`config.mk`:
```
export PLATFORM = sky130hd
export DESIGN_NAME = bni_pop_unit
export DESIGN_NICKNAME = d
export VERILOG_FILES = /design/src/design/bni_pkg.sv /design/src/design/bni_pop_unit.sv
export SDC_FILE = /design/constraint.sdc
export NUM_CORES = 1
export LEC_CHECK = 0
export ABC_AREA = 1
export BUFFER_PORTS_ARGS = -buffer_cell sky130_fd_sc_hd__buf_2
export CAP_MARGIN = 25
export CORE_ASPECT_RATIO = 0.5
export CORE_MARGIN = 10
export CORE_UTILIZATION = 55
export DETAILED_ROUTE_END_ITERATION = 10
export PLACE_DENSITY = 0.87
export SYNTH_ARGS = -nofsm -noshare
export SYNTH_HDL_FRONTEND = slang
export SYNTH_SLANG_ARGS = --single-unit
```
`constraint.sdc`:
```
create_clock -name vclk -period 9.5
set_input_delay 0.475 -clock vclk [all_inputs]
set_output_delay 0.475 -clock vclk [all_outputs]
set_load 0.01 [all_outputs]
```
`src/design/bni_pkg.sv`:
```
// Shared types and constants for the bitmap neighbor intersection counter.
// Depends on nothing; imported by every module of the block.
package bni_pkg;

	localparam int WORD_BITS = 64;
	localparam int VERTEX_BITS = 10;
	localparam int LIMIT_BITS = 11;
	localparam int COUNT_BITS = 11;
	localparam int ROW_SUM_BITS = 21;
	localparam int TOTAL_BITS = 32;
	localparam int KEEP_BITS = 7;
	localparam int WCNT_BITS = 5;

	localparam logic [LIMIT_BITS-1:0] VERTEX_LIMIT_RESET = 11'd1024;
	localparam logic [ROW_SUM_BITS-1:0] ROW_SUM_MAX = 21'h1FFFFF;
	localparam logic [KEEP_BITS-1:0] KEEP_FULL = 7'd64;

	localparam logic FUNC_MARK = 1'b0;
	localparam logic FUNC_QUERY = 1'b1;

	localparam logic [2:0] NIBBLE_ONES [16] = '{
		3'd0, 3'd1, 3'd1, 3'd2, 3'd1, 3'd2, 3'd2, 3'd3,
		3'd1, 3'd2, 3'd2, 3'd3, 3'd2, 3'd3, 3'd3, 3'd4
	};

	typedef enum logic [2:0] {
		ST_CLEAR,
		ST_IDLE,
		ST_REDUCE,
		ST_MARK_RD,
		ST_MARK_WR,
		ST_QUERY,
		ST_DRAIN,
		ST_EMIT
	} state_t;

	// Operands for the shared popcount unit: two row words and how many low bits count.
	typedef struct packed {
		logic [WORD_BITS-1:0] a;
		logic [WORD_BITS-1:0] b;
		logic [KEEP_BITS-1:0] keep;
	} pop_req_t;

endpackage

```
`src/design/bni_pop_unit.sv`:
```
// Shared popcount unit: ANDs two row words, keeps the low bits, counts ones.
// Depends on bni_pkg for pop_req_t and the nibble table.
module bni_pop_unit import bni_pkg::*; (
	input  pop_req_t             req,
	output logic [KEEP_BITS-1:0] count
);

	logic [WORD_BITS-1:0] mask;
	logic [WORD_BITS-1:0] both;
	logic [2:0] nib [16];
	logic [3:0] lvl1 [8];
	logic [4:0] lvl2 [4];
	logic [5:0] lvl3 [2];

	always_comb begin
		if (req.keep[KEEP_BITS-1]) begin
			mask = '1;
		end else begin
			mask = (64'd1 << req.keep[5:0]) - 64'd1;
		end
		both = req.a & req.b & mask;
		for (int k = 0; k < 16; k++) begin
			nib[k] = NIBBLE_ONES[both[4*k +: 4]];
		end
		for (int k = 0; k < 8; k++) begin
			lvl1[k] = {1'b0, nib[2*k]} + {1'b0, nib[2*k+1]};
		end
		for (int k = 0; k < 4; k++) begin
			lvl2[k] = {1'b0, lvl1[2*k]} + {1'b0, lvl1[2*k+1]};
		end
		for (int k = 0; k < 2; k++) begin
			lvl3[k] = {1'b0, lvl2[2*k]} + {1'b0, lvl2[2*k+1]};
		end
		count = {1'b0, lvl3[0]} + {1'b0, lvl3[1]};
	end

endmodule

```
# After elaboration in Yosys (flattened, before gate mapping)
# Memories as Yosys holds them, arrays and structs flattened.
# Cells that the tools add are included.
# word_totals
word_cells	100
rom_bits	768
reg_bits	0
in_bits	135
n_memories	16
output_inout_bits	7
# op_classes
muxes	33
n_bitwise	18
magnitude_cmp	16
n_addsub	16
n_shift	1
# mem_list
name	depth	word_bits	read_ports	rd_ports_with_merged_regs	wr	line_no	text
(no name shown)	16	3	1	0	0	bni_pop_unit.sv:23	nib[k] = NIBBLE_ONES[both[4*k +: 4]];
(no name shown)	16	3	1	0	0	bni_pop_unit.sv:23	
(no name shown)	16	3	1	0	0	bni_pop_unit.sv:23	
(no name shown)	16	3	1	0	0	bni_pop_unit.sv:23	
(no name shown)	16	3	1	0	0	bni_pop_unit.sv:23	
(no name shown)	16	3	1	0	0	bni_pop_unit.sv:23	
10 more memories	-	-	-	-	-	-	
# op_table
operator	count
64-bit AND	2
3-bit two-way mux	32
5-bit >= comparator, second input constant	16
4-bit inverter with 5-bit output	16
64-bit two-way mux	1
1-bit by 6-bit left shift with 64-bit output, first input constant	1
64-bit by 1-bit subtractor with 64-bit output, second input constant	1
3-bit by 3-bit adder with 4-bit output	8
4-bit by 4-bit adder with 5-bit output	4
5-bit by 5-bit adder with 6-bit output	2
6-bit by 6-bit adder with 7-bit output	1

# Logic depth before layout (Yosys ltp)
# depth
depth_word	12
ltp_mapped	43
ltp_nobuf	41

# Least setup slack after synthesis
# Ideal clock, no wire load.
# synth_timing
path_type	in2out
startpoint	input req[3] (netlist bit)
endpoint	output count[6]
arrival_ns	6.981
slack_ns	2.044
n_path_buf	2
t_required_ns	9.025
stages	35
cell_sequence	buf_4 > inv_2 > buf_2 > nand4_1 > nor2_1 > inv_1 > ha_1 > nand3_1 > nor2_4 > nand2_4 > nor2_8 > nand2_1 > nor2_1 > nand3_1 > a31oi_1 > ha_1 > nand3b_1 > nand3_1 > nand2_1 > fa_1 > inv_1 > fa_1 > inv_1 > fa_1 > fa_1 > fa_1 > inv_1 > fa_1 > ha_1 > nand2_1 > nor2_1 > a211oi_1 > o21bai_1 > a21oi_1 > xnor2_1
# synth_via
elab_chain_cells	12
elab_cells_between_ends	83
cone_classes	add/sub: 16; shift: 1; mux: 33; bitwise: 17; memory: 16
# synth_lines
item	line_no	text
start: declaration	bni_pop_unit.sv:4	input pop_req_t req,
1-bit by 6-bit left shift with 64-bit output *	bni_pop_unit.sv:19	mask = (64'd1 << req.keep[5:0]) - 64'd1;
64-bit by 1-bit subtractor with 64-bit output *	bni_pop_unit.sv:19	
64-bit two-way mux *	bni_pop_unit.sv:16	if (req.keep[KEEP_BITS-1]) begin
64-bit AND *	bni_pop_unit.sv:21	both = req.a & req.b & mask;
4-bit inverter with 5-bit output (implied by the code)	bni_pop_unit.sv:23	
memory read 16 x 3 bit	-	
3-bit two-way mux (implied by the code) (2 in series)	bni_pop_unit.sv:23	
3-bit by 3-bit adder with 4-bit output	bni_pop_unit.sv:26	lvl1[k] = {1'b0, nib[2*k]} + {1'b0, nib[2*k+1]};
4-bit by 4-bit adder with 5-bit output	bni_pop_unit.sv:29	lvl2[k] = {1'b0, lvl1[2*k]} + {1'b0, lvl1[2*k+1]};
5-bit by 5-bit adder with 6-bit output	bni_pop_unit.sv:32	lvl3[k] = {1'b0, lvl2[2*k]} + {1'b0, lvl2[2*k+1]};
6-bit by 6-bit adder with 7-bit output *	bni_pop_unit.sv:34	count = {1'b0, lvl3[0]} + {1'b0, lvl3[1]};
end: declaration	bni_pop_unit.sv:5	output logic [KEEP_BITS-1:0] count
# Mark *: on every way between the ends. The rest lies on a longest branch, timed or not. The select of a mux whose other input is x is not followed.

# Worst setup path in the final report
# layout_timing
startpoint	input req[5] (netlist bit)
endpoint	output count[6]
# Same word-level chain as after synthesis.

==> results.ini <==
[power]
power_density_nw_per_um2 = 233
leakage_power_total_uw = 0.00465
ir_worst_vdd_mv = 0.543
p_sw_uw = 965
switching_share_pct = 58.9
fin_total_pwr_uw = 1640
comb_power_share_pct = 100.0
clock_power_share_pct = 0
p_int_uw = 674
power_frac_seq_pct = 0

[yosys]
synth_area_leaders = sky130_fd_sc_hd__nand2_1 (17%), sky130_fd_sc_hd__fa_1 (13%), sky130_fd_sc_hd__ha_1 (12%)
yosys.area.top_type_share_pct = 16.7
yosys.area_share.simple_pct = 52.7
syn_area_um2 = 6300
synthesis.yosys.warnings = 0
syn_nets = 1330
post_synth_inst_count = 1093
yosysTopAreaCell = sky130_fd_sc_hd__nand2_1
synth_mux_area_share_pct = 0
synth_top_family_by_area = simple AND/OR/NAND/NOR gates
ys_seq_area_share_pct = 0
synth.lib_cells_used.distinct = 43
synth.avg_cell_area_um2 = 5.76
synth_fa_ha_area_share_pct = 25.0
synth_compound_area_share_pct = 5.46
synthXorXnorAreaFrac_pct = 2.23

[global_route]
antenna_found_initial = 0
total_grt_usage_pct = 28.2
grt-ovfl-total = 0
pin_count_of_the_biggest_net_entering_global_routing = 46
grt_first_pass_wirelength_um = 37100
first_global_vias = 7339

[sta]
fin_tns_setup_ps = 0
slew_margin_rel_pct = 57.7
tightestPinTransition_ps = 630
worst_setup_slack_after_layout_ps = 832
finalWorstPathRequiredPeriod_ps = 8670
timing.final.max_slew_violations = 0
finalSetupViolations = 0
grt_setup_unrepaired = false
min_period_over_period_pct = 91.2
max_freq_ghz = 0.115
final-hold-violation-count = 0
timing.hold.ws_ps = 1720

[drt]
route.top_layer_used = met5
routed_length_on_met1_um = 10500
wl_met3_um = 2930
detail_route.iter0.violations = 885
detailroute.wirelength.met2_um = 10000
first_pass_iters = 6
antenna_violating_nets_left = 0
routed_wirelength_um = 24000
route.detailed.vias_per_inst = 5.72
remaining_drcs = 0
num_vias = 7743
detail_route.wl_per_cell_um = 17.7

[clock_tree]
cts-resized-gates = 0
cts_post_setup_buffers_inserted = 0
postCtsHoldBufs = 0

[finish]
most-common-layout-cells = sky130_fd_sc_hd__nand2_1 (281), sky130_fd_sc_hd__inv_1 (178), sky130_fd_sc_hd__buf_2 (142)
number_of_clock_buffers_in_the_layout = 0
multi_input_comb_area_um2 = 5380
synthToLayoutAreaGrowth_pct = 11.7
antenna-diode-count = 0
fin_cells = 1354
seq_cell_count = 0
sequential_cell_area_um2 = 0
num-fill-cells = 1056
num-nets-final = 1448
layout.cells.most_common = sky130_fd_sc_hd__nand2_1
layout-drive-gt1-share_pct = 17.9

[floorplan]
die_w_um = 171
core_area_um2 = 11100
die_height_um = 95.7
num_rows = 27
starting_density_of_the_core_pct = 56.8
design.die.area_um2 = 16400
ioPinCount = 142

[worst_setup_path]
worstPathMaxFanout = 45
timing.setup.critical_path_class = input port to primary output
critPathMostFrequentCell = sky130_fd_sc_hd__fa_1
required_ps = 9030
worst-endpoint-arrival_ps = 8190
worstSetupEndpointType = primary output
worst_setup_sp_type = input port
cpPeakStageDelay_ps = 580
critical_path.slowest_cell = sky130_fd_sc_hd__fa_1

[status]
outcome = finished, final reports clean

[placement]
placed_cells = 1354
worst_setup_slack_after_placement_ps = 996
numPortBuffers = 142
gpl_wtd_cong = 1.01
post_detailed_placement_half_perimeter_wirelength_um = 21000

[job]
max_cap_viol_count = 0

[min_path]
hold_path_class = input port to primary output

[kinds of logic after synthesis]
| kind of cell | count (synthesis) |
|---|---|
| AO/OA/AOI/OAI | 60 |
| XOR/XNOR | 16 |
| adder cells (fa/ha/maj) | 102 |
| buffers and inverters | 225 |
| AND/OR/NAND/NOR | 690 |
[metal layers]
metal / vias to the layer above / track usage (%)
met5: - / 2.03
met4: 2 / 6.04
met3: 46 / 7.50
met2: 434 / 45.2
met1: 3520 / 37.2
li1: 3741 / -
[Yosys cell counts, types with 8 or more instances]
cell and instances:
sky130_fd_sc_hd__nand2_1 281, sky130_fd_sc_hd__inv_1 178, sky130_fd_sc_hd__nand3_1 138, sky130_fd_sc_hd__nor2_1 124
sky130_fd_sc_hd__ha_1 62, sky130_fd_sc_hd__nand4_1 57, sky130_fd_sc_hd__fa_1 40, sky130_fd_sc_hd__o21ai_0 20
sky130_fd_sc_hd__a21oi_1 16, sky130_fd_sc_hd__inv_2 15, sky130_fd_sc_hd__and3_1 12, sky130_fd_sc_hd__nand3_2 12
sky130_fd_sc_hd__nor3_1 12, sky130_fd_sc_hd__nor2_4 10, sky130_fd_sc_hd__buf_2 9, sky130_fd_sc_hd__nand3b_1 9
sky130_fd_sc_hd__nor2_2 8, sky130_fd_sc_hd__xnor2_1 8, sky130_fd_sc_hd__xor2_1 8
[area by class of cell]
class,instances,area share [%]
inverter,195,10.4
multi-input combinational,868,76.5
tap,145,2.58
timing repair buffer,146,10.5
[stage by stage]
step / cell area (um2) / utilization, %
global placement: 7040 / 63.5
global route: 7040 / 63.5
detailed placement: 7040 / 63.5
finish: 7040 / 63.5
floorplan: 6300 / -
CTS: 7040 / 63.5
[final timing paths]
kind  startpoint  endpoint  slack (ps)  cells after the start
min      req[37]  count[0]        1720                      7
max       req[5]  count[6]         830                     33
[power by group through the flow]
stage	sequential, uW	combinational, uW	clock (uW)
2_1_floorplan	0	1140	0
3_3_place_gp	0	1580	0
3_5_place_dp	0	1650	0
4_1_cts	0	1660	0
5_1_grt	0	1880	0
6_report	0	1640	0
[worst max-delay path, delay by kind of cell]
kind | cells | cell delay [ps]
adder cells (fa/ha/maj) | 9 | 3870
AND/OR/NAND/NOR | 13 | 2110
buffers and inverters | 7 | 1010
AO/OA/AOI/OAI | 3 | 580
XOR/XNOR | 1 | 140
Power figures use the tool's default switching activity.
