--- config.mk ---
export PLATFORM = sky130hd
export DESIGN_NAME = bni_seq
export DESIGN_NICKNAME = d
export VERILOG_FILES = /design/src/design/bni_pkg.sv /design/src/design/bni_seq.sv
export SDC_FILE = /design/constraint.sdc
export NUM_CORES = 1
export LEC_CHECK = 0
export BUFFER_PORTS_ARGS = -buffer_cell sky130_fd_sc_hd__buf_2
export CAP_MARGIN = 20
export CORE_AREA = 3 3 188 190
export DETAILED_ROUTE_END_ITERATION = 10
export DIE_AREA = 0 0 191 193
export MAX_ROUTING_LAYER = met4
export PLACE_DENSITY = 0.72
export SKIP_LAST_GASP = 1
export SLEW_MARGIN = 10
export SYNTH_ARGS = -nofsm -noshare
export SYNTH_HDL_FRONTEND = slang
export SYNTH_SLANG_ARGS = --single-unit
--- constraint.sdc ---
create_clock -name clk -period 3.14 [get_ports clk]
set_input_delay 0.314 -clock clk [delete_from_list [all_inputs] [get_ports clk]]
set_output_delay 0.314 -clock clk [all_outputs]
set_load 0.02 [all_outputs]
--- src/design/bni_pkg.sv ---
// Shared types and constants for the bitmap neighbor intersection counter.
// Depends on nothing; imported by every module of the block.
package bni_pkg;

	localparam int WORD_BITS = 64;
	localparam int VERTEX_BITS = 10;
	localparam int LIMIT_BITS = 11;
	localparam int COUNT_BITS = 11;
	localparam int ROW_SUM_BITS = 21;
	localparam int TOTAL_BITS = 32;
	localparam int KEEP_BITS = 7;
	localparam int WCNT_BITS = 5;

	localparam logic [LIMIT_BITS-1:0] VERTEX_LIMIT_RESET = 11'd1024;
	localparam logic [ROW_SUM_BITS-1:0] ROW_SUM_MAX = 21'h1FFFFF;
	localparam logic [KEEP_BITS-1:0] KEEP_FULL = 7'd64;

	localparam logic FUNC_MARK = 1'b0;
	localparam logic FUNC_QUERY = 1'b1;

	localparam logic [2:0] NIBBLE_ONES [16] = '{
		3'd0, 3'd1, 3'd1, 3'd2, 3'd1, 3'd2, 3'd2, 3'd3,
		3'd1, 3'd2, 3'd2, 3'd3, 3'd2, 3'd3, 3'd3, 3'd4
	};

	typedef enum logic [2:0] {
		ST_CLEAR,
		ST_IDLE,
		ST_REDUCE,
		ST_MARK_RD,
		ST_MARK_WR,
		ST_QUERY,
		ST_DRAIN,
		ST_EMIT
	} state_t;

	// Operands for the shared popcount unit: two row words and how many low bits count.
	typedef struct packed {
		logic [WORD_BITS-1:0] a;
		logic [WORD_BITS-1:0] b;
		logic [KEEP_BITS-1:0] keep;
	} pop_req_t;

endpackage

--- src/design/bni_seq.sv ---
// Sequencer: clearing pass, row reduction, mark read-modify-write, word-by-word
// query through the popcount unit, accumulators and output register. Uses bni_pkg.
module bni_seq import bni_pkg::*; #(
	parameter int ROWS = 1024,
	parameter int WORDS_PER_ROW = 16,
	parameter int DEPTH = 16384,
	parameter int AW = 14
) (
	input  logic                    clk,
	input  logic                    arst_n,
	input  logic                    cfg_we,
	input  logic [LIMIT_BITS-1:0]   cfg_wdata,
	input  logic                    in_valid,
	output logic                    in_ready,
	input  logic                    func,
	input  logic [VERTEX_BITS-1:0]  row_vertex,
	input  logic [VERTEX_BITS-1:0]  neighbor_vertex,
	input  logic                    last_in_row,
	output logic                    out_valid,
	input  logic                    out_ready,
	output logic [COUNT_BITS-1:0]   pair_count,
	output logic [ROW_SUM_BITS-1:0] row_sum,
	output logic                    row_done,
	output logic [TOTAL_BITS-1:0]   grand_total,
	output logic                    mem_we,
	output logic [AW-1:0]           mem_waddr,
	output logic [WORD_BITS-1:0]    mem_wdata,
	output logic [AW-1:0]           mem_raddr_a,
	output logic [AW-1:0]           mem_raddr_b,
	input  logic [WORD_BITS-1:0]    mem_rdata_a,
	input  logic [WORD_BITS-1:0]    mem_rdata_b,
	output pop_req_t                pop_req,
	input  logic [KEEP_BITS-1:0]    pop_count
);

	state_t state_q, state_d;

	logic [AW-1:0]           clr_q;
	logic [LIMIT_BITS-1:0]   vlimit_q;
	logic [ROW_SUM_BITS-1:0] row_acc_q;
	logic [TOTAL_BITS-1:0]   total_q;
	logic                    out_valid_q;
	logic                    valid_s1;
	logic [KEEP_BITS-1:0]    keep_s1;

	logic                    func_q;
	logic                    last_q;
	logic [VERTEX_BITS-1:0]  row_q;
	logic [VERTEX_BITS-1:0]  other_q;
	logic [VERTEX_BITS-1:0]  nb_q;
	logic [WCNT_BITS-1:0]    w_q;
	logic [WCNT_BITS-1:0]    words_q;
	logic [COUNT_BITS-1:0]   count_q;

	logic [COUNT_BITS-1:0]   pair_q;
	logic [ROW_SUM_BITS-1:0] sum_out_q;
	logic                    done_out_q;
	logic [TOTAL_BITS-1:0]   total_out_q;

	logic                    accept;
	logic                    emit;
	logic                    row_hi;
	logic                    oth_hi;
	logic                    mark_ok;
	logic [LIMIT_BITS-1:0]   words_sum;
	logic [WCNT_BITS-1:0]    words_calc;
	logic [LIMIT_BITS-1:0]   remain;
	logic [KEEP_BITS-1:0]    keep_w;
	logic [ROW_SUM_BITS:0]   sum_wide;
	logic [ROW_SUM_BITS-1:0] sum_sat;

	function automatic logic [AW-1:0] word_addr(input logic [VERTEX_BITS-1:0] r,
			input logic [WCNT_BITS-1:0] w);
		return AW'(32'(r) * WORDS_PER_ROW + 32'(w));
	endfunction

	assign accept = in_valid && in_ready;

	always_comb begin
		row_hi = 32'(row_q) >= ROWS;
		oth_hi = (func_q == FUNC_QUERY) && (32'(other_q) >= ROWS);
		mark_ok = ({1'b0, nb_q} < vlimit_q) && (32'(nb_q[9:6]) < WORDS_PER_ROW);
		words_sum = {1'b0, nb_q} + 11'd63;
		words_calc = words_sum[10:6];
		if (32'(words_calc) > WORDS_PER_ROW) begin
			words_calc = WCNT_BITS'(WORDS_PER_ROW);
		end
		// bits of this word that lie below the bound, capped at a full word
		remain = {1'b0, nb_q} - {w_q, 6'd0};
		keep_w = (remain >= 11'd64) ? KEEP_FULL : remain[KEEP_BITS-1:0];
		sum_wide = {1'b0, row_acc_q} + (ROW_SUM_BITS+1)'(count_q);
		sum_sat = sum_wide[ROW_SUM_BITS] ? ROW_SUM_MAX : sum_wide[ROW_SUM_BITS-1:0];
	end

	always_comb begin
		state_d = state_q;
		in_ready = 1'b0;
		emit = 1'b0;
		mem_we = 1'b0;
		mem_waddr = word_addr(row_q, {1'b0, nb_q[9:6]});
		mem_wdata = mem_rdata_a | (64'd1 << nb_q[5:0]);
		mem_raddr_a = word_addr(row_q, w_q);
		mem_raddr_b = word_addr(other_q, w_q);
		case (state_q)
			ST_CLEAR: begin
				mem_we = 1'b1;
				mem_waddr = clr_q;
				mem_wdata = '0;
				if (clr_q == AW'(DEPTH - 1)) begin
					state_d = ST_IDLE;
				end
			end
			ST_IDLE: begin
				in_ready = 1'b1;
				if (in_valid) begin
					state_d = ST_REDUCE;
				end
			end
			ST_REDUCE: begin
				if (!row_hi && !oth_hi) begin
					if (func_q == FUNC_MARK) begin
						state_d = mark_ok ? ST_MARK_RD : ST_IDLE;
					end else begin
						state_d = (words_calc == '0) ? ST_EMIT : ST_QUERY;
					end
				end
			end
			ST_MARK_RD: begin
				mem_raddr_a = word_addr(row_q, {1'b0, nb_q[9:6]});
				state_d = ST_MARK_WR;
			end
			ST_MARK_WR: begin
				mem_we = 1'b1;
				state_d = ST_IDLE;
			end
			ST_QUERY: begin
				if (w_q == words_q - 1'b1) begin
					state_d = ST_DRAIN;
				end
			end
			ST_DRAIN: begin
				state_d = ST_EMIT;
			end
			ST_EMIT: begin
				// hold the finished count until the output register frees up
				if (!out_valid_q || out_ready) begin
					emit = 1'b1;
					state_d = ST_IDLE;
				end
			end
			default: begin
				state_d = ST_IDLE;
			end
		endcase
	end

	always_ff @(posedge clk or negedge arst_n) begin
		if (!arst_n) begin
			state_q <= ST_CLEAR;
		end else begin
			state_q <= state_d;
		end
	end

	always_ff @(posedge clk or negedge arst_n) begin
		if (!arst_n) begin
			clr_q <= '0;
			vlimit_q <= VERTEX_LIMIT_RESET;
			row_acc_q <= '0;
			total_q <= '0;
			out_valid_q <= 1'b0;
			valid_s1 <= 1'b0;
		end else begin
			if (state_q == ST_CLEAR) begin
				clr_q <= clr_q + 1'b1;
			end
			if (cfg_we) begin
				vlimit_q <= cfg_wdata;
			end
			valid_s1 <= (state_q == ST_QUERY);
			if (emit) begin
				row_acc_q <= last_q ? '0 : sum_sat;
				total_q <= total_q + TOTAL_BITS'(count_q);
				out_valid_q <= 1'b1;
			end else if (out_ready) begin
				out_valid_q <= 1'b0;
			end
		end
	end

	always_ff @(posedge clk) begin
		if (accept) begin
			func_q <= func;
			last_q <= last_in_row;
			row_q <= row_vertex;
			other_q <= neighbor_vertex;
			nb_q <= neighbor_vertex;
		end
		if (state_q == ST_REDUCE) begin
			// fold indices past the store back into range
			if (row_hi) begin
				row_q <= row_q - VERTEX_BITS'(ROWS);
			end
			if (oth_hi) begin
				other_q <= other_q - VERTEX_BITS'(ROWS);
			end
			w_q <= '0;
			words_q <= words_calc;
			count_q <= '0;
		end
		if (state_q == ST_QUERY) begin
			w_q <= w_q + 1'b1;
		end
		keep_s1 <= keep_w;
		if (valid_s1) begin
			count_q <= count_q + COUNT_BITS'(pop_count);
		end
		if (emit) begin
			pair_q <= count_q;
			sum_out_q <= sum_sat;
			done_out_q <= last_q;
			total_out_q <= total_q + TOTAL_BITS'(count_q);
		end
	end

	assign pop_req.a = mem_rdata_a;
	assign pop_req.b = mem_rdata_b;
	assign pop_req.keep = keep_s1;

	assign out_valid = out_valid_q;
	assign pair_count = pair_q;
	assign row_sum = sum_out_q;
	assign row_done = done_out_q;
	assign grand_total = total_out_q;

endmodule

=== Word-level counts from Yosys, hierarchy flattened ===
Cells that the tools add are included.

* Register bits: 198
* Input bits: 173
* Output and inout bits: 309
* Logic and storage cells: 82

* Add/sub/neg operators: 11
* Order comparisons: 3
* Equal/unequal tests: 13
* Shift-type cells: 1
* Mux-type cells: 24
* Bitwise logic cells: 1
* Reductions and logical operators: 10

{| class="wikitable"
|+ Operator list
! kind !! number
|-
| $mux 64 || 1
|-
| $or 64x64->64 || 1
|-
| $shl 1x6->64 const A || 1
|-
| $mux 21 || 2
|-
| $add 32x11->32 || 1
|-
| $add 14x5->14 || 2
|-
| $mux 14 || 2
|-
| $pmux 3 s8 || 1
|-
| $add 21x11->22 || 1
|-
| $mux 11 || 2
|-
| $mux 3 || 5
|-
| $mux 5 || 3
|-
| $add 14x1->14 const B || 1
|-
| $add 14x4->14 || 1
|-
| $eq 14x14->1 const B || 1
|-
| $eq 3x3->1 const B || 4
|-
| $add 10x6->11 const B || 1
|-
| $add 11x7->11 || 1
|-
| $ge 11x7->1 const B || 1
|-
| $lt 10x11->1 || 1
|-
| $sub 10x11->11 || 1
|-
| $ne 2x2->1 const B || 4
|-
| $eq 3x2->1 const B || 2
|-
| $mux 1 || 6
|-
| 14 further kinds || 17
|}

=== Logic depth before layout (Yosys ltp) ===
Gate-level depths: netlist of run 1.

* Word-level depth: 7
* Mapped depth: 10
* Mapped depth without buffers: 9

=== Worst setup path after synthesis of run 1 ===
OpenSTA, ideal clock, no wires.

* Path kind: reg-to-reg
* From: register out_valid_q, in the netlist out_valid
* To: register total_out_q[0], in the netlist grand_total[0] (enable)
* Library setup time: 0.455 ns
* Arrival: 3.035 ns
* Data required time: 2.685 ns
* Setup slack: -0.350 ns
* Stages on the path, launching flop included: 7
* Path buffers: 3
* Clock period less this slack: 3.490 ns
* Path through: dfrtp_1 nand2b_1 nand2b_1 clkbuf_1 inv_1 buf_2 buf_1

* Word-level cells in the longest chain between the ends: 4

{| class="wikitable"
|+ RTL lines
! item !! line !! RTL
|-
| start: declaration || bni_seq.sv:42 || <nowiki>logic out_valid_q;</nowiki>
|-
| start signal: assignment || bni_seq.sv:171 || <nowiki>out_valid_q <= 1'b0;</nowiki>
|-
| start signal: assignment || bni_seq.sv:184 || <nowiki>out_valid_q <= 1'b1;</nowiki>
|-
| start signal: assignment || bni_seq.sv:186 || <nowiki>out_valid_q <= 1'b0;</nowiki>
|-
| $logic_not 1->1 || bni_seq.sv:146 || <nowiki>if (!out_valid_q || out_ready) begin</nowiki>
|-
| $logic_or 1x1->1 || bni_seq.sv:146 ||
|-
| $mux 1 || bni_seq.sv:146 ||
|-
| $mux 1 || bni_seq.sv:104 || <nowiki>case (state_q)</nowiki>
|-
| named net emit || bni_seq.sv:61 || <nowiki>logic emit;</nowiki>
|-
| end signal: assignment || bni_seq.sv:222 || <nowiki>total_out_q <= total_q + TOTAL_BITS'(count_q);</nowiki>
|-
| end: declaration || bni_seq.sv:58 || <nowiki>logic [TOTAL_BITS-1:0] total_out_q;</nowiki>
|}

The timed path passes the listed nets, and every way through them passes these cells.
A chain may end at the register's enable or synchronous reset.

=== Worst setup path in the final report of run 1 ===
* From: register count_q[0]
* To: register sum_out_q[18], in the netlist row_sum[18] (data pin)

* Word-level cells in the longest chain between the ends: 2

{| class="wikitable"
|+ RTL lines
! item !! line !! RTL
|-
| start: declaration || bni_seq.sv:53 || <nowiki>logic [COUNT_BITS-1:0] count_q;</nowiki>
|-
| start signal: assignment || bni_seq.sv:216 || <nowiki>count_q <= count_q + COUNT_BITS'(pop_count);</nowiki>
|-
| $add 21x11->22 || bni_seq.sv:91 || <nowiki>sum_wide = {1'b0, row_acc_q} + (ROW_SUM_BITS+1)'(count_q);</nowiki>
|-
| $mux 21 || bni_seq.sv:92 || <nowiki>sum_sat = sum_wide[ROW_SUM_BITS] ? ROW_SUM_MAX : sum_wide[ROW_SUM_BITS-1:0];</nowiki>
|-
| named net sum_sat[18] || bni_seq.sv:70 || <nowiki>logic [ROW_SUM_BITS-1:0] sum_sat;</nowiki>
|-
| end signal: assignment || bni_seq.sv:220 || <nowiki>sum_out_q <= sum_sat;</nowiki>
|-
| end: declaration || bni_seq.sv:56 || <nowiki>logic [ROW_SUM_BITS-1:0] sum_out_q;</nowiki>
|}

The timed path passes the listed nets, and every way through them passes these cells.

==> results of run 1 <==
-- registers in the layout, indices dropped and copies added (netlist names), 3 cells and up --
signal and flops:
clr_q 14, count_q 11, grand_total 32, keep_s1 7, nb_q 10, pair_count 11
row_acc_q 21, row_q 10, row_sum 21, state_q 3, total_q 32, vlimit_q 11
w_q 5, words_q 5
-- final cells by class --
cell class / count / area, sq um / area share (%)
clock buffer: 17 / 425.4 / 3.044
clock inverter: 15 / 227.7 / 1.629
multi-input combinational: 792 / 5132 / 36.72
sequential: 198 / 5461 / 39.08
timing repair buffer: 380 / 2012 / 14.40
inverter: 41 / 156.4 / 1.119
tap: 448 / 560.5 / 4.011
-- power by group through the flow --
stage	clock [mW]	combinational [mW]	sequential, mW
CTS	2.44	5.96	4.35
finish	2.39	5.94	4.35
detailed placement	0	5.92	4.39
floorplan	0	4.07	4.41
global route	2.56	6.53	4.42
global placement	0	5.79	4.37
-- worst paths after layout --
| path | startpoint | to | depth (start not counted) |
|---|---|---|---|
| min reg2reg | total_q[0] | total_q[0] | 2 |
| max in group asynchronous | arst_n | total_q[17] | 3 |
| min in group asynchronous | arst_n | total_q[6] | 2 |
| max | count_q[0] | row_sum[18] | 9 |
| max reg2reg | count_q[0] | row_sum[18] | 9 |
| min | row_vertex[2] | row_q[2] | 1 |
-- cells by family after synthesis --
family	after synthesis	share of synthesized area [%]
buffers and inverters	222	11.35
adder cells (fa/ha/maj)	53	5.803
flip-flops	198	45.72
XOR/XNOR	104	7.625
AO/OA/AOI/OAI	233	12.05
AND/OR/NAND/NOR	377	15.09
multiplexers	25	2.357
-- worst max-delay path: stages (launching register included) --
cell      delay [ns]
edfxtp_1        0.40
ha_1            0.22
inv_1           0.06
fa_1            0.40
nor2b_1         0.21
o31a_1          0.23
o21ai_1         0.12
o21ai_1         0.71
and3_1          0.28
o21ai_0         0.08
-- stage by stage --
step	instance area (sq um)	utilization, %	hold WS (ns)	instances
finish	13980	41.58	0.02811	1891
global route	13980	41.58	0.007988	1891
CTS	13980	41.58	0.01179	1891
detailed placement	13310	39.60	0.4212	1858
global placement	13310	39.60	0.4329	1858
floorplan	11950	-	0.01841	1212
-- synth_stat cells (all sizes together) (6+ instances only) --
library cell  count
buf             144
nor2            122
edfxtp          108
a21oi            96
nand2            85
dfrtp            82
xnor2            80
ha               49
o21ai            44
inv              40
nand3            39
clkbuf           37
mux2             25
nor3             24
xor2             24
and3             22
a31oi            17
nand4            17
and2             16
nand2b           15
a21o             12
o21a             12
nor2b            11
a22o              9
a211oi            8
o211ai            8
dfxtp             7
nor4              6
-- per-layer routing --
metal	up-vias	track usage, %	share of wire, %
met5	-	-	0
met4	0	4.855	1.8
met3	55	9.727	11
met2	525	38.28	47
met1	4864	29.57	40
li1	4559	-	-
-- what timing repair did --
action / CTS / global route
setup endpoints to repair: 0 / 0
hold buffers: 1 / 0
endpoints found under the hold margin: 46 / 0
setup buffers: 0 / 0
==> flow_summary.ini, run 1 <==
[global_routing]
overflow = 0
grt_pass1_wl_um = 63450
grt_use_total_pct = 24.21
grt_max_degree = 51
antenna_found_initial = 2
grt_pass1_vias = 9609

[cells_and_area]
areaGrowthSynthToFinish_pct = 17.00
filler_cell_count = 3294
final_common_cell = buf_2
antenna_cells = 0
mostFrequentLayoutCells = 352 x buf_2, 121 x nor2_1, 108 x edfxtp_1
drive_gt1_share_pct = 31.53
nets = 1656

[outcome]
status = completed

[power_and_ir_drop]
p_per_area_nw_per_um2 = 907.1
sw_frac_of_total_pct = 43.80
max-vdd-ir-drop_mv = 0.4142
power_frac_seq_pct = 34.3
power.internal_mw = 7.124
switchingPower_mw = 5.553
pwr-share-comb_pct = 46.9
p_total_mw = 12.68
clockPowerShare_pct = 18.8
p_leak_nw = 6.246

[clocking]
clk_path_buf_depth = 2
clock_latency_ns = 0.45
cts_tree = built
cts_sinks = 198
ctsResizeCount = 0
cts_made_buffers = 17
clk_pin_slew_ns = 0.09
root_buffer = clkbuf_16
htreeDepth = 4

[setup_path]
rrSetupSlack_ns = 0.19
worstPathRequired_ns = 3.33
cp-end-kind = flop
crit_type = flop to flop
startpoint_type = flop
arrival_ns = 3.14
critPathMaxFanout = 15

[sta]
period_share_pct = 93.95
hold_viol = 0
worst_pin_slew_ns = 0.8864
setup_viol_count_final = 0
layout_setup_ws_ns = 0.1899
skew_ns = 0.02264
grt_setup_unrepaired = false
slew_violations = 0
slew_headroom_pct = 40.51
max_freq_mhz = 339.0
period_minus_slack_ns = 2.950
fin_setup_tns_ns = 0

[yosys]
ys.flop_type = edfxtp_1
seq_area_frac_synth_pct = 45.72
yosys.area.top_type = edfxtp_1
yosys_register_bits = 198
syn_nets = 1438
synthArstFlopShare_pct = 41.92
synth_top_area_share_pct = 27.15
ys_top_cells_by_area = edfxtp_1 27%, dfrtp_1 17%, buf_4 8.5%, xnor2_1 5.9%, ha_1 5.1%
synthCells = 1212
yosysWarnings = 0
synth_edf_count = 108
synth.avg_cell_area_sq_um = 9.856
synthesis.area_sq_um = 11950
synthDistinctLibCells = 63

[drt]
final_antenna_net_count = 0
vias_per_cell = 5.290
drc = 0
wl_per_cell_um = 23.68
first_pass_iters = 5
drt_wl_total_um = 44790
drtIter0Drc = 653
vias = 10000

[die]
die_area_sq_um = 36860
fp-row-count = 67
die_x_um = 191
core_area_sq_um = 33620
start_util_pct = 35.53
die_h_um = 193
io_pins = 482

[place]
dp_hpwl_um = 36430
dp_slack_ns = 0.2611
port_buffers = 353
routabilityCongestion = 0.9847

[hold_path]
hold_path.class = primary input to flop

[job]
cap_violations = 0
No activity file was read; power rests on OpenSTA's default activity.
==> run 2, diff against run 1 <==
- HOLD_SLACK_MARGIN: unset -> 0.05
==> flow_summary.ini, run 2 (synthesis results as in run 1) <==
[outcome]
status = completed

[setup_path]
crit_type = flop to flop
worstPathRequired_ns = 3.33
r2r_cells = 9
cp-end-kind = flop
startpoint_type = flop
arrival_ns = 3.15
critPathMaxFanout = 15
rrSetupSlack_ns = 0.17

[drt]
vias_per_cell = 5.309
wl_per_cell_um = 23.62
drtIter0Drc = 726
first_pass_iters = 7
drt_wl_total_um = 45110
vias = 10140
final_antenna_net_count = 0
drc = 0

[clocking]
clk_path_buf_depth = 2
root_buffer = clkbuf_16
cts_setup_buffers = 0
clk_pin_slew_ns = 0.08
cts_sinks = 198
htreeDepth = 4
cts_made_buffers = 17
clock_latency_ns = 0.46
cts_tree = built

[global_routing]
overflow = 0
antenna_found_initial = 2
grt_pass1_wl_um = 63940
grt_pass1_vias = 9659
grt_max_degree = 51
grt_use_total_pct = 24.38

[cells_and_area]
stdcell_count = 1910
nets = 1675
mostFrequentLayoutCells = 352 x buf_2, 121 x nor2_1, 108 x edfxtp_1
areaGrowthSynthToFinish_pct = 18.59
drive_gt1_share_pct = 31.12
antenna_cells = 0
final_common_cell = buf_2

[die]
start_util_pct = 35.53
io_pins = 482
fp-row-count = 67
die_area_sq_um = 36860
die_x_um = 191
core_area_sq_um = 33620
die_h_um = 193

[sta]
slew_violations = 0
grt_setup_unrepaired = false
worst_pin_slew_ns = 0.9062
slew_headroom_pct = 39.18
period_minus_slack_ns = 2.966
fin_setup_tns_ns = 0
period_share_pct = 94.45
setup_viol_count_final = 0
max_freq_mhz = 337.2
skew_ns = 0.02316
hold_viol = 0

[power_and_ir_drop]
p_leak_nw = 6.326
p_per_area_nw_per_um2 = 896.7
p_total_mw = 12.70
max-vdd-ir-drop_mv = 0.4124

[job]
cap_violations = 0

[place]
port_buffers = 353
dp_hpwl_um = 36430
dp_cells = 1858
routabilityCongestion = 0.9847

[hold_path]
hold_path.class = primary input to flop
hold_path_depth = 1
## run 2: area by class of cell
| type | instances | area [sq um] |
|---|---|---|
| well taps | 448 | 560.5 |
| repair buffers | 399 | 2202 |
| fillers | 3271 | 19450 |
| multi-input cells | 792 | 5132 |
| flip-flops and latches | 198 | 5461 |
| clock inverters | 15 | 227.7 |
| inverters | 41 | 156.4 |
| clock buffers | 17 | 425.4 |
## run 2: what timing repair did
item,4_1_cts,5_1_grt
endpoints found under the hold margin,65,0
hold buffers,20,0
gates resized for setup,0,0
## run 2: critical path, stage by stage (launching register included)
cell and delay (ns):
edfxtp_1 0.40, ha_1 0.22, inv_1 0.06, fa_1 0.40, nor2b_1 0.21, o31a_1 0.23, o21ai_1 0.12, o21ai_1 0.73
and3_1 0.28, o21ai_0 0.08
## run 2: worst paths after layout
kind / start / to
worst max-delay path: count_q[0] / row_sum[18]
worst min-delay path: neighbor_vertex[7] / nb_q[7]
worst max register to register: count_q[0] / row_sum[18]
worst min register to register: total_q[9] / total_q[9]
max in group asynchronous: arst_n / total_q[14]
min in group asynchronous: arst_n / total_q[6]
## run 2: power by group
| group | switching, mW | internal, mW | total (mW) |
|---|---|---|---|
| Sequential | 0.649 | 3.70 | 4.35 |
| Clock | 1.15 | 1.24 | 2.39 |
| Combinational | 3.77 | 2.20 | 5.97 |
| Total | 5.56 | 7.14 | 12.7 |
## run 2: per-stage QoR
step	hold slack [ns]	instance area [sq um]	setup WS, ns	utilization, %
finish	0.06917	14170	0.1744	42.14
global route	0.05320	14170	0.01584	42.14
CTS	0.05663	14170	0.1821	42.14
detailed placement	0.4212	13310	0.2611	39.60
global placement	0.4329	13310	0.3748	39.60
floorplan	0.01841	11950	0.6018	-
## run 2: routing by layer
layer  vias to the layer above  global-route usage (%)  share of wire, %
met2                       582                   38.60                47
met4                         0                   4.742               1.9
met5                         -                       -                 0
met1                      4903                   29.76                40
li1                       4592                       -                 -
met3                        64                   9.817                11
==> run 3, diff against run 2 <==
- SETUP_SLACK_MARGIN: unset -> 0.5
==> flow_summary.ini, run 3 (synthesis results as in run 1) <==
[cells_and_area]
final_area_sq_um = 14510
filler_cell_count = 3237
final_util_pct = 43.17
stdcell_count = 1940
mostFrequentLayoutCells = 352 x buf_2, 116 x nor2_1, 108 x edfxtp_1
drive_gt1_share_pct = 33.83
areaGrowthSynthToFinish_pct = 21.48
nets = 1703
final_common_cell = buf_2

[drt]
drt_wl_total_um = 45980
wl_per_cell_um = 23.70
drtIter0Drc = 715
vias_per_cell = 5.314
vias = 10310
first_pass_iters = 6
drc = 0
final_antenna_net_count = 0

[sta]
skew_ns = 0.02381
setup_viol_count_final = 0
layout_setup_ws_ns = 0.5273
period_minus_slack_ns = 2.613
worst_pin_slew_ns = 0.7404
hold_viol = 0
hold-worst-slack_ns = 0.07299
max_freq_mhz = 382.7
period_share_pct = 83.21
grt_setup_unrepaired = true
slew_headroom_pct = 50.64
fin_setup_tns_ns = 0
slew_violations = 0

[clocking]
root_buffer = clkbuf_16
cts_made_buffers = 17
cts_tree = built
clk_path_buf_depth = 2
cts_sinks = 198
clock_latency_ns = 0.46
clk_pin_slew_ns = 0.08
htreeDepth = 4

[die]
die_h_um = 193
core_area_sq_um = 33620
die_area_sq_um = 36860
fp-row-count = 67
start_util_pct = 35.53
io_pins = 482
die_x_um = 191

[global_routing]
grt_pass1_vias = 9759
antenna_found_initial = 3
overflow = 0
grt_pass1_wl_um = 64310
grt_max_degree = 51
grt_use_total_pct = 24.55

[setup_path]
crit_type = flop to primary output
rrSetupSlack_ns = 0.57
worstPathRequired_ns = 2.83
r2r_start = count_q[7]
critPathMaxFanout = 9
arrival_ns = 2.30
startpoint_type = flop
cp_cell_sequence = nand2_1, nor3_2, a21oi_1, nor2_1, buf_2
r2r_cells = 9
cp_slowest_stage_delay_ns = 0.60
cp-end-kind = primary output
worst_path_max_delay_cell = edfxtp_1
r2r_end = total_q[18]

[power_and_ir_drop]
p_per_area_nw_per_um2 = 903.7
max-vdd-ir-drop_mv = 0.4250
p_total_mw = 13.11
p_leak_nw = 6.471

[place]
postPlaceCellArea_sq_um = 13310
port_buffers = 353
dp_cells = 1858
dp_hpwl_um = 36430
dp_slack_ns = 0.2611
routabilityCongestion = 0.9847

[outcome]
status = completed

[hold_path]
hold_path_depth = 1
worstHoldEndpoint = func_q
hold_path.class = primary input to flop
min_from = func

[job]
cap_violations = 0
[run 3: changes by cell type in the layout (fill, tap and decap cells not counted), sizes merged]
cell   before  now
nor2      122  123
diode       0    2
buf       379  405
o21ai      44   45
[run 3: area by class of cell]
cell class | instances | area (sq um) | share of cell area [%]
clock inverters | 15 | 227.7 | 1.569
clock buffers | 17 | 425.4 | 2.932
diodes | 2 | 5.005 | 0.03449
multi-input cells | 794 | 5274 | 36.34
repair buffers | 425 | 2397 | 16.52
flip-flops and latches | 198 | 5465 | 37.66
well taps | 448 | 560.5 | 3.863
inverters | 41 | 156.4 | 1.078
[run 3: critical path: cells and delay by family, from the launching register on]
kind,cells,cell delay (ns)
simple gates,3,0.77
flops,1,0.60
compound gates,1,0.24
buf+inv,1,0.22
[run 3: layer usage]
layer / GRT usage (%) / vias to the layer above / wire, um
met1: 29.58 / 5010 / 17990
met2: 38.78 / 592 / 21900
met5: - / - / 0
met4: 5.334 / 0 / 937
met3: 10.29 / 56 / 5149
li1: - / 4652 / -
[run 3: timing repair]
item,4_1_cts,5_1_grt
resized for setup,11,18
gates cloned,0,2
endpoints found under the setup margin,65,100
endpoints found under the hold margin,65,0
pin swaps,1,4
hold buffers,20,0
buffers inserted,3,23
[run 3: worst max-delay path by stage]
stage,end,startpoint
detailed placement,row_sum[18],count_q[0]
finish,mem_wdata[58],nb_q[1]
CTS,mem_raddr_a[11],state_q[2]
global placement,row_sum[20],count_q[0]
floorplan,grand_total[0],out_valid
global route,count_q[10],count_q[0]
[run 3: report_power, final]
group	internal (mW)	switching (mW)
registers	3.70	0.627
clock network	1.24	1.15
logic	2.42	3.98
total	7.36	5.75
